==> config.mk <==
export PLATFORM = sky130hd
export DESIGN_NAME = deadline_event_scheduler_unit
export DESIGN_NICKNAME = d
export VERILOG_FILES = /design/src/rtl/desu_pkg.sv /design/src/rtl/desu_ctrl.sv /design/src/rtl/desu_dp.sv /design/src/rtl/deadline_event_scheduler_unit.sv
export SDC_FILE = /design/constraint.sdc
export NUM_CORES = 2
export LEC_CHECK = 0
export ABC_CLOCK_PERIOD_IN_PS = 11800
export BUFFER_PORTS_ARGS = -buffer_cell sky130_fd_sc_hd__buf_2
export CORE_MARGIN = 2
export CORE_UTILIZATION = 40
export DETAILED_ROUTE_END_ITERATION = 7
export PLACE_DENSITY = 0.56
export SETUP_SLACK_MARGIN = 0.5
export SKIP_CTS_REPAIR_TIMING = 1
export SLEW_MARGIN = 20
export SYNTH_ARGS = -nofsm -noshare
export SYNTH_HDL_FRONTEND = slang
export SYNTH_HIERARCHICAL = 1
export SYNTH_SLANG_ARGS = --single-unit
==> constraint.sdc <==
create_clock -name clk_i -period 11.8 [get_ports clk_i]
set_input_delay 0.59 -clock clk_i [delete_from_list [all_inputs] [get_ports clk_i]]
set_output_delay 0.59 -clock clk_i [all_outputs]
set_load 0.005 [all_outputs]
==> src/rtl/desu_pkg.sv <==
`timescale 1ns / 1ps
// ----------------------------------------------------------------------------
// Deadline event scheduler package
// Shared constants, controller states and the command and status bundles
// that join the controller and the datapath.
// ----------------------------------------------------------------------------
package desu_pkg;

  localparam int unsigned EventSlotsDefault = 8;
  localparam int unsigned MaxResults = 8;
  localparam logic [31:0] EarlyWindowReset = 32'd100000;

  localparam int unsigned FireIdxW = $clog2(MaxResults);
  localparam int unsigned FireCntW = $clog2(MaxResults + 1);

  localparam logic KindRegister = 1'b0;
  localparam logic KindTick = 1'b1;
  localparam logic StatusOk = 1'b0;
  localparam logic StatusFull = 1'b1;

  typedef enum logic [2:0] {
    ST_IDLE,
    ST_REG_CALC,
    ST_REG_ACK,
    ST_TICK_CALC,
    ST_SCAN,
    ST_EMIT,
    ST_ARM_CALC,
    ST_ARM_INS
  } desu_state_e;

  typedef struct packed {
    logic latch_in;
    logic calc_reg;
    logic calc_limit;
    logic pop_record;
    logic load_ack;
    logic load_wake;
    logic calc_arm;
    logic arm_insert;
    logic idx_inc;
  } desu_cmd_t;

  typedef struct packed {
    logic due;
    logic fire_empty;
    logic emit_last;
    logic emit_periodic;
    logic out_free;
  } desu_sts_t;

endpackage

==> src/rtl/desu_ctrl.sv <==
`timescale 1ns / 1ps
// ----------------------------------------------------------------------------
// Deadline event scheduler controller
// Sequences register, expiry scan, wakeup and re-arm steps for one item.
// ----------------------------------------------------------------------------
module desu_ctrl
  import desu_pkg::*;
(
  input  logic      clk_i,
  input  logic      rst_ni,
  input  logic      in_valid_i,
  input  logic      kind_i,
  output logic      in_stall_o,
  input  desu_sts_t sts_i,
  output desu_cmd_t cmd_o
);

  desu_state_e state_q, state_d;

  always_ff @(posedge clk_i or negedge rst_ni) begin
    if (!rst_ni) begin
      state_q <= ST_IDLE;
    end else begin
      state_q <= state_d;
    end
  end

  always_comb begin
    state_d = state_q;
    cmd_o = '0;
    in_stall_o = 1'b1;
    unique case (state_q)
      ST_IDLE: begin
        in_stall_o = 1'b0;
        if (in_valid_i) begin
          cmd_o.latch_in = 1'b1;
          state_d = (kind_i == KindTick) ? ST_TICK_CALC : ST_REG_CALC;
        end
      end
      ST_REG_CALC: begin
        cmd_o.calc_reg = 1'b1;
        state_d = ST_REG_ACK;
      end
      ST_REG_ACK: begin
        if (sts_i.out_free) begin
          cmd_o.load_ack = 1'b1;
          state_d = ST_IDLE;
        end
      end
      ST_TICK_CALC: begin
        cmd_o.calc_limit = 1'b1;
        state_d = ST_SCAN;
      end
      ST_SCAN: begin
        if (sts_i.due) begin
          cmd_o.pop_record = 1'b1;
        end else if (sts_i.fire_empty) begin
          state_d = ST_IDLE;
        end else begin
          state_d = ST_EMIT;
        end
      end
      ST_EMIT: begin
        if (sts_i.out_free) begin
          cmd_o.load_wake = 1'b1;
          if (sts_i.emit_periodic) begin
            state_d = ST_ARM_CALC;
          end else if (sts_i.emit_last) begin
            state_d = ST_IDLE;
          end else begin
            cmd_o.idx_inc = 1'b1;
          end
        end
      end
      ST_ARM_CALC: begin
        cmd_o.calc_arm = 1'b1;
        state_d = ST_ARM_INS;
      end
      ST_ARM_INS: begin
        cmd_o.arm_insert = 1'b1;
        if (sts_i.emit_last) begin
          state_d = ST_IDLE;
        end else begin
          cmd_o.idx_inc = 1'b1;
          state_d = ST_EMIT;
        end
      end
      default: begin
        state_d = ST_IDLE;
      end
    endcase
  end

endmodule

==> src/rtl/desu_dp.sv <==
`timescale 1ns / 1ps
// ----------------------------------------------------------------------------
// Deadline event scheduler datapath
// Sorted event table as a row of cells, fired-event buffer, adders and the
// output register.
// ----------------------------------------------------------------------------
module desu_dp
  import desu_pkg::*;
#(
  parameter int unsigned EventSlots = EventSlotsDefault
) (
  input  logic        clk_i,
  input  logic        rst_ni,
  input  logic        early_window_we_i,
  input  logic [31:0] early_window_i,
  input  logic [3:0]  client_id_i,
  input  logic [31:0] delay_us_i,
  input  logic [31:0] period_us_i,
  input  logic [63:0] now_us_i,
  input  desu_cmd_t   cmd_i,
  output desu_sts_t   sts_o,
  output logic        out_valid_o,
  input  logic        out_stall_i,
  output logic        result_kind_o,
  output logic [3:0]  woken_client_o,
  output logic        status_o,
  output logic        last_o
);

  localparam int unsigned CntW = $clog2(EventSlots + 1);

  logic [31:0] early_window_q;
  logic [63:0] now_q;
  logic [31:0] delay_q;
  logic [31:0] period_q;
  logic [3:0]  client_q;
  logic [63:0] limit_q, limit_d;
  logic [64:0] limit_sum;
  logic [63:0] new_dl_q, new_dl_d;
  logic [31:0] new_per_q, new_per_d;
  logic [3:0]  new_cli_q, new_cli_d;

  logic [63:0] dl_q  [EventSlots];
  logic [31:0] per_q [EventSlots];
  logic [3:0]  cli_q [EventSlots];
  logic [CntW-1:0] count_q, count_d;
  logic [EventSlots-1:0] le;
  logic full;
  logic insert;
  logic pop;

  logic [31:0] fire_per_q [MaxResults];
  logic [3:0]  fire_cli_q [MaxResults];
  logic [FireCntW-1:0] fire_cnt_q, fire_cnt_d;
  logic [FireIdxW-1:0] emit_idx_q, emit_idx_d;
  logic [31:0] emit_per;
  logic [3:0]  emit_cli;

  logic out_valid_q, out_valid_d;
  logic out_kind_q, out_status_q, out_last_q;
  logic [3:0] out_cli_q;

  always_ff @(posedge clk_i or negedge rst_ni) begin
    if (!rst_ni) begin
      early_window_q <= EarlyWindowReset;
    end else if (early_window_we_i) begin
      early_window_q <= early_window_i;
    end
  end

  always_ff @(posedge clk_i) begin
    if (cmd_i.latch_in) begin
      now_q    <= now_us_i;
      delay_q  <= delay_us_i;
      period_q <= period_us_i;
      client_q <= client_id_i;
    end
  end

  assign full = (count_q == CntW'(EventSlots));
  assign insert = (cmd_i.load_ack || cmd_i.arm_insert) && !full;
  assign pop = cmd_i.pop_record;

  assign emit_per = fire_per_q[emit_idx_q];
  assign emit_cli = fire_cli_q[emit_idx_q];

  assign limit_sum = {1'b0, now_q} + {33'd0, early_window_q};

  always_comb begin
    limit_d   = limit_q;
    new_dl_d  = new_dl_q;
    new_per_d = new_per_q;
    new_cli_d = new_cli_q;
    if (cmd_i.calc_limit) begin
      limit_d = limit_sum[64] ? '1 : limit_sum[63:0];
    end
    if (cmd_i.calc_reg) begin
      new_dl_d  = now_q + {32'd0, delay_q};
      new_per_d = period_q;
      new_cli_d = client_q;
    end else if (cmd_i.calc_arm) begin
      new_dl_d  = now_q + {32'd0, emit_per};
      new_per_d = emit_per;
      new_cli_d = emit_cli;
    end
  end

  always_ff @(posedge clk_i) begin
    limit_q   <= limit_d;
    new_dl_q  <= new_dl_d;
    new_per_q <= new_per_d;
    new_cli_q <= new_cli_d;
  end

  for (genvar i = 0; i < EventSlots; i++) begin : g_cell
    logic        prev_le;
    logic [63:0] prv_dl, nxt_dl, dl_d;
    logic [31:0] prv_per, nxt_per, per_d;
    logic [3:0]  prv_cli, nxt_cli, cli_d;

    assign le[i] = (count_q > CntW'(i)) && (dl_q[i] <= new_dl_q);

    if (i == 0) begin : g_head
      assign prev_le = 1'b1;
      assign prv_dl  = dl_q[i];
      assign prv_per = per_q[i];
      assign prv_cli = cli_q[i];
    end else begin : g_body
      assign prev_le = le[i-1];
      assign prv_dl  = dl_q[i-1];
      assign prv_per = per_q[i-1];
      assign prv_cli = cli_q[i-1];
    end

    if (i == EventSlots - 1) begin : g_tail
      assign nxt_dl  = dl_q[i];
      assign nxt_per = per_q[i];
      assign nxt_cli = cli_q[i];
    end else begin : g_inner
      assign nxt_dl  = dl_q[i+1];
      assign nxt_per = per_q[i+1];
      assign nxt_cli = cli_q[i+1];
    end

    always_comb begin
      dl_d  = dl_q[i];
      per_d = per_q[i];
      cli_d = cli_q[i];
      if (insert) begin
        if (!le[i] && prev_le) begin
          dl_d  = new_dl_q;
          per_d = new_per_q;
          cli_d = new_cli_q;
        end else if (!le[i]) begin
          dl_d  = prv_dl;
          per_d = prv_per;
          cli_d = prv_cli;
        end
      end else if (pop) begin
        dl_d  = nxt_dl;
        per_d = nxt_per;
        cli_d = nxt_cli;
      end
    end

    always_ff @(posedge clk_i) begin
      dl_q[i]  <= dl_d;
      per_q[i] <= per_d;
      cli_q[i] <= cli_d;
    end
  end

  always_comb begin
    count_d = count_q;
    if (insert) begin
      count_d = count_q + CntW'(1);
    end else if (pop) begin
      count_d = count_q - CntW'(1);
    end
  end

  always_comb begin
    fire_cnt_d = fire_cnt_q;
    emit_idx_d = emit_idx_q;
    if (cmd_i.calc_limit) begin
      fire_cnt_d = '0;
      emit_idx_d = '0;
    end else if (pop) begin
      fire_cnt_d = fire_cnt_q + FireCntW'(1);
    end else if (cmd_i.idx_inc) begin
      emit_idx_d = emit_idx_q + FireIdxW'(1);
    end
  end

  always_ff @(posedge clk_i or negedge rst_ni) begin
    if (!rst_ni) begin
      count_q    <= '0;
      fire_cnt_q <= '0;
      emit_idx_q <= '0;
    end else begin
      count_q    <= count_d;
      fire_cnt_q <= fire_cnt_d;
      emit_idx_q <= emit_idx_d;
    end
  end

  always_ff @(posedge clk_i) begin
    if (pop) begin
      fire_per_q[fire_cnt_q[FireIdxW-1:0]] <= per_q[0];
      fire_cli_q[fire_cnt_q[FireIdxW-1:0]] <= cli_q[0];
    end
  end

  assign sts_o.due = (count_q != '0) && (fire_cnt_q != FireCntW'(MaxResults))
                     && (dl_q[0] <= limit_q);
  assign sts_o.fire_empty = (fire_cnt_q == '0);
  assign sts_o.emit_last = (FireCntW'(emit_idx_q) + FireCntW'(1) == fire_cnt_q);
  assign sts_o.emit_periodic = (emit_per != '0);
  assign sts_o.out_free = !out_valid_q || !out_stall_i;

  always_comb begin
    out_valid_d = out_valid_q;
    if (cmd_i.load_ack || cmd_i.load_wake) begin
      out_valid_d = 1'b1;
    end else if (!out_stall_i) begin
      out_valid_d = 1'b0;
    end
  end

  always_ff @(posedge clk_i or negedge rst_ni) begin
    if (!rst_ni) begin
      out_valid_q <= 1'b0;
    end else begin
      out_valid_q <= out_valid_d;
    end
  end

  always_ff @(posedge clk_i) begin
    if (cmd_i.load_ack) begin
      out_kind_q   <= KindRegister;
      out_cli_q    <= client_q;
      out_status_q <= full ? StatusFull : StatusOk;
      out_last_q   <= 1'b1;
    end else if (cmd_i.load_wake) begin
      out_kind_q   <= KindTick;
      out_cli_q    <= emit_cli;
      out_status_q <= StatusOk;
      out_last_q   <= sts_o.emit_last;
    end
  end

  assign out_valid_o    = out_valid_q;
  assign result_kind_o  = out_kind_q;
  assign woken_client_o = out_cli_q;
  assign status_o       = out_status_q;
  assign last_o         = out_last_q;

endmodule

==> src/rtl/deadline_event_scheduler_unit.sv <==
`timescale 1ns / 1ps
// ----------------------------------------------------------------------------
// Deadline event scheduler unit
// Timer event table kept sorted by deadline, with wakeup and re-arm on ticks.
// ----------------------------------------------------------------------------
// The unit takes one item at a time. A register item passes through the
// calc and acknowledge states and answers with one acknowledge. A tick
// item forms its wake limit, pops due events (at most eight), then emits
// one wakeup per woken event and re-arms each periodic one; a tick that
// wakes nothing emits nothing. The table inserts or removes one entry per
// cycle, and a 64-bit adder forms one deadline per cycle.
// A result waits in the output register while the next item is accepted.
module deadline_event_scheduler_unit
  import desu_pkg::*;
#(
  parameter int unsigned EVENT_SLOTS = EventSlotsDefault
) (
  input  logic        clk_i,
  input  logic        rst_ni,
  input  logic        early_window_we_i,
  input  logic [31:0] early_window_i,
  input  logic        in_valid_i,
  output logic        in_stall_o,
  input  logic        kind_i,
  input  logic [3:0]  client_id_i,
  input  logic [31:0] delay_us_i,
  input  logic [31:0] period_us_i,
  input  logic [63:0] now_us_i,
  output logic        out_valid_o,
  input  logic        out_stall_i,
  output logic        result_kind_o,
  output logic [3:0]  woken_client_o,
  output logic        status_o,
  output logic        last_o
);

  desu_cmd_t cmd;
  desu_sts_t sts;

  desu_ctrl u_ctrl (
    .clk_i      (clk_i),
    .rst_ni     (rst_ni),
    .in_valid_i (in_valid_i),
    .kind_i     (kind_i),
    .in_stall_o (in_stall_o),
    .sts_i      (sts),
    .cmd_o      (cmd)
  );

  desu_dp #(
    .EventSlots (EVENT_SLOTS)
  ) u_dp (
    .clk_i             (clk_i),
    .rst_ni            (rst_ni),
    .early_window_we_i (early_window_we_i),
    .early_window_i    (early_window_i),
    .client_id_i       (client_id_i),
    .delay_us_i        (delay_us_i),
    .period_us_i       (period_us_i),
    .now_us_i          (now_us_i),
    .cmd_i             (cmd),
    .sts_o             (sts),
    .out_valid_o       (out_valid_o),
    .out_stall_i       (out_stall_i),
    .result_kind_o     (result_kind_o),
    .woken_client_o    (woken_client_o),
    .status_o          (status_o),
    .last_o            (last_o)
  );

endmodule

==> out/summary.md <==
At the worst endpoint, the required time is 12.38 ns. The core region is 207000 um^2. The critical path class is register to register. The fraction of layout instances using a drive strength above 1 is 0.118. The global-route met2 utilization is 0.408, and the synthesis warning total is 6. The critical path startpoint category was a register. The run finished with clean final reports.

The final layout contains 8384 nets. The initial antenna violation count was 6; the detailed-routing iteration count for the pre-antenna-repair pass was 6. After floorplanning, the core was divided into 167 placement rows.

The largest stage delay on the critical path was 1.01 ns. The logs give 5.20 ns for the worst slack at placement and 9940 for the cell count after placement. The setup slack on the worst flop-to-flop path is 5.14 ns, and the number of distinct library cell variants in the gate-level netlist after synthesis is 97. In the final routed layout, each cell accounts on average for 27.3 um.

Setup violations remaining at the end of the flow were counted as 0. The remaining antenna violation count after routing was 0; the total length of routed wires was 285000 um. The area growth from synthesis to layout was 12.8%; the count of buffers from port buffering was 178. Setup slack closes at 5.14 ns.

Counting cells, the worst reg-to-reg path comes to 15. Across all layers, the routed design uses 64.5k vias. Final hold analysis gives a worst-case slack of 0.0108 ns. The leftover overflow at the end of global routing was 0; the H-tree depth was 4. Startpoint of the tightest hold check path: early_window_i[20].

The highest net fanout along the worst path was 43. The later pin in the worst-skew pair is clocked with a latency of 0.87 ns. The max-slew violation count was 0. The kind of path behind the tightest hold check was primary input to register. The floorplan step defined a die boundary enclosing 211000 um^2. The time the final worst path needs with I/O delays and setup is 6.66 ns, and the post-synthesis async set-or-reset flop share is 0.0327.

TritonCTS built the clock tree. The worst slew margin relative to its limit is 0.176. For the post-synth net total, the log shows 8278. Setup repair after global routing left no endpoint under its margin.

The worst reg2reg path endpoint is u_dp/new_dl_q[50]$_DFFE_PP_. Data on the critical path arrives at its endpoint at 7.24 ns. Among all stages on the critical path, the largest delay is contributed by dfrtp_4. STA classifies the critical path endpoint as a register. The die is 459 um wide. The global routing usage on met3 was 0.0407.

Largest net degree at the start of global routing: 241. Leaving out fill and tap cells, the most frequent cells in the layout are edfxtp_1 (1389), nand2_1 (915), ha_1 (647). The tools report the first-pass GRT wire length as 414000 um. The count of cells in the finished layout, fillers not included, comes to 10.4k. For this run, the leading register cell type out of synthesis is edfxtp_1. The logs give 0.518 for the fraction of the yosys area taken by sequential cells and 7467 for the starting DRC count in detailed routing. No sink is reached through more buffers than the 3 on the longest clock path. The cell area that synthesis handed to floorplanning was 83000 um^2.

The logs give 0.401 for the initial cell density of the core and 179 for the boundary pin count. Detailed placement ended at an HPWL of 189000 um. After clock tree synthesis, the clock-pin slew on the worst setup and hold paths is 0.06 ns. The routability congestion estimate from global placement came out at 0.921. The sink of the worst hold path is u_dp/early_window_q[20]$_DFFE_PN0P_. Synthesis produced 7459 cells.

The pin slew with the least headroom to its limit came out at 1.23 ns. The number of buffers created by CTS was 165. The run gives 61.3k as the via count of the first global-routing pass. The library cell used most frequently in the layout, excluding fill and tap cells, is edfxtp_1.

For the final routed database, the setup TNS stands at 0 ns. The layout has 18.7k filler cells. The floorplan step set the die height to 459 um. The post-route fraction of the period consumed by the critical path was 0.564. The hold path depth works out to 2. The total clock sinks was 1438; the total routing usage reported by global routing was 0.262.

After synthesis, the mean cell area works out to 11.1 um^2. After detailed routing, the number of remaining DRC violations is 0. Across the run, the number of max-cap violations was 0. Maximum clock frequency: 150 MHz. The routing layer with the top usage in global route is met2. The run gives 0.366 as the met1 routing resource usage after global routing. The cell at the root of the clock tree was clkbuf_16. The startpoint of the most critical register-to-register path is u_dp/emit_idx_q[0]$_DFFE_PN0P_.

Yosys mapped a number of flops with a built-in enable equal to 1389. The detail-routed via count per cell was 6.19; the flop and latch count out of synthesis was 1438. The tools report the number of hold violations in the final report as 0. The signal on the critical path passes through buf_4 -> mux4_2 -> mux2i_1 -> nor2b_1 -> a21oi_1 -> ha_1 -> fa_1 -> a211oi_1 -> o21ai_0 -> nand4_1 -> a21oi_1 -> o21ai_0 -> nand3_1 -> nand4_1 -> xnor2_1.

Across the routed clock network, the largest skew measured is 0.0651 ns. The tools report the launch point of the critical path as u_dp/emit_idx_q[0]$_DFFE_PN0P_.
layout make-up:
class	count	area [um^2]	share of cell area
Sequential cell	1438	42900	0.459
Multi-Input combinational cell	5291	37200	0.397
Clock buffer	197	4340	0.0464
Tap cell	2704	3380	0.0361
Timing Repair Buffer	435	3370	0.0360
Clock inverter	111	1500	0.0160
Inverter	234	878	0.00938
Antenna cell	4	10.0	0.000107
cell usage after synthesis, types with 7 or more instances:
master | count | area (um^2)
mux2_4 | 90 | 1350
o21ai_1 | 9 | 45.0
mux2_2 | 45 | 507
a221oi_1 | 14 | 123
buf_1 | 18 | 67.6
edfxtp_1 | 1389 | 41700
nand4_1 | 149 | 932
a211o_1 | 8 | 70.1
buf_6 | 20 | 225
a21bo_2 | 105 | 1050
o31a_1 | 7 | 61.3
nand3_1 | 586 | 2930
mux2i_1 | 37 | 370
nand2_1 | 916 | 3440
and4_1 | 29 | 254
and2_1 | 49 | 307
and3_1 | 32 | 200
nor2_1 | 391 | 1470
o21a_1 | 28 | 210
xnor2_1 | 71 | 622
a21o_1 | 91 | 683
nor3_1 | 58 | 290
nor4_1 | 23 | 144
a31oi_1 | 227 | 1420
nand3b_1 | 41 | 308
a211oi_1 | 23 | 173
xor2_1 | 31 | 272
buf_4 | 19 | 143
clkbuf_1 | 292 | 1100
o211ai_1 | 623 | 4680
nor2b_1 | 62 | 388
buf_2 | 146 | 731
dfrtp_1 | 41 | 1030
a21oi_1 | 350 | 1750
o21ai_0 | 236 | 1180
mux4_2 | 72 | 1620
or3_1 | 69 | 432
mux2_1 | 10 | 113
nand2b_1 | 32 | 200
a2111oi_0 | 10 | 87.6
inv_1 | 233 | 875
ha_1 | 647 | 8100
metal layers:
layer | wire (um) | part of all wire
met1 | 121000 | 0.42
met2 | 129000 | 0.45
met3 | 23600 | 0.083
met4 | 11000 | 0.039
met5 | 13 | 0.000046
how the worst max path moves through the flow:
| stage | endpoint | cells past startpoint |
|---|---|---|
| 2_1_floorplan | u_dp/cli_q[1][4]$_DFFE_PP_ | 10 |
| 3_3_place_gp | u_dp/new_dl_q[50]$_DFFE_PP_ | 15 |
| 3_5_place_dp | u_dp/new_dl_q[50]$_DFFE_PP_ | 15 |
| 4_1_cts | u_dp/new_dl_q[50]$_DFFE_PP_ | 15 |
| 5_1_grt | u_dp/new_dl_q[46]$_DFFE_PP_ | 15 |
| 6_report | u_dp/new_dl_q[50]$_DFFE_PP_ | 15 |
metrics by stage:
stage / instance area (um^2) / util
4_1_cts: 91900 / 0.445
5_1_grt: 93600 / 0.453
3_3_place_gp: 86100 / 0.416
2_1_floorplan: 83000 / -
3_5_place_dp: 86100 / 0.417
6_report: 93600 / 0.453
sequential cells by signal (all words and copies together) (netlist names), 3 cells and up:
name,cells
u_dp/emit_idx_q,3
u_ctrl/state_q,3
u_dp/fire_per_q,256
u_dp/new_per_q,32
u_dp/period_q,32
u_dp/new_dl_q,64
u_dp/new_cli_q,4
u_dp/per_q,256
u_dp/woken_client_o,4
u_dp/delay_q,32
u_dp/limit_q,64
u_dp/fire_cli_q,32
u_dp/now_q,64
u_dp/dl_q,512
u_dp/early_window_q,32
u_dp/cli_q,32
u_dp/count_q,4
u_dp/fire_cnt_q,4
u_dp/client_q,4
worst max-delay path, delay by kind of cell (launching register included):
family          cells  cell delay (ns)
mux                 2             0.75
xor+xnor            1             0.11
flops               1             1.01
buf+inv             1             0.71
simple gates        4             1.96
fa+ha+maj           2             0.68
compound gates      5             1.06
logic make-up (layout without fill, tap and decap cells):
kind of cell,after synthesis,in the layout,share of synthesized area
AO/OA/AOI/OAI,1811,1811,0.148
AND/OR/NAND/NOR,2475,2475,0.140
other,0,4,0
XOR/XNOR,102,102,0.0108
flip-flops,1438,1438,0.518
buffers and inverters,730,977,0.0379
adder cells (fa/ha/maj),649,649,0.0981
multiplexers,254,254,0.0478
Power is left out: the tool's default activity adds up to more than one toggle a clock period on the data nets, which glitch-free logic cannot reach.
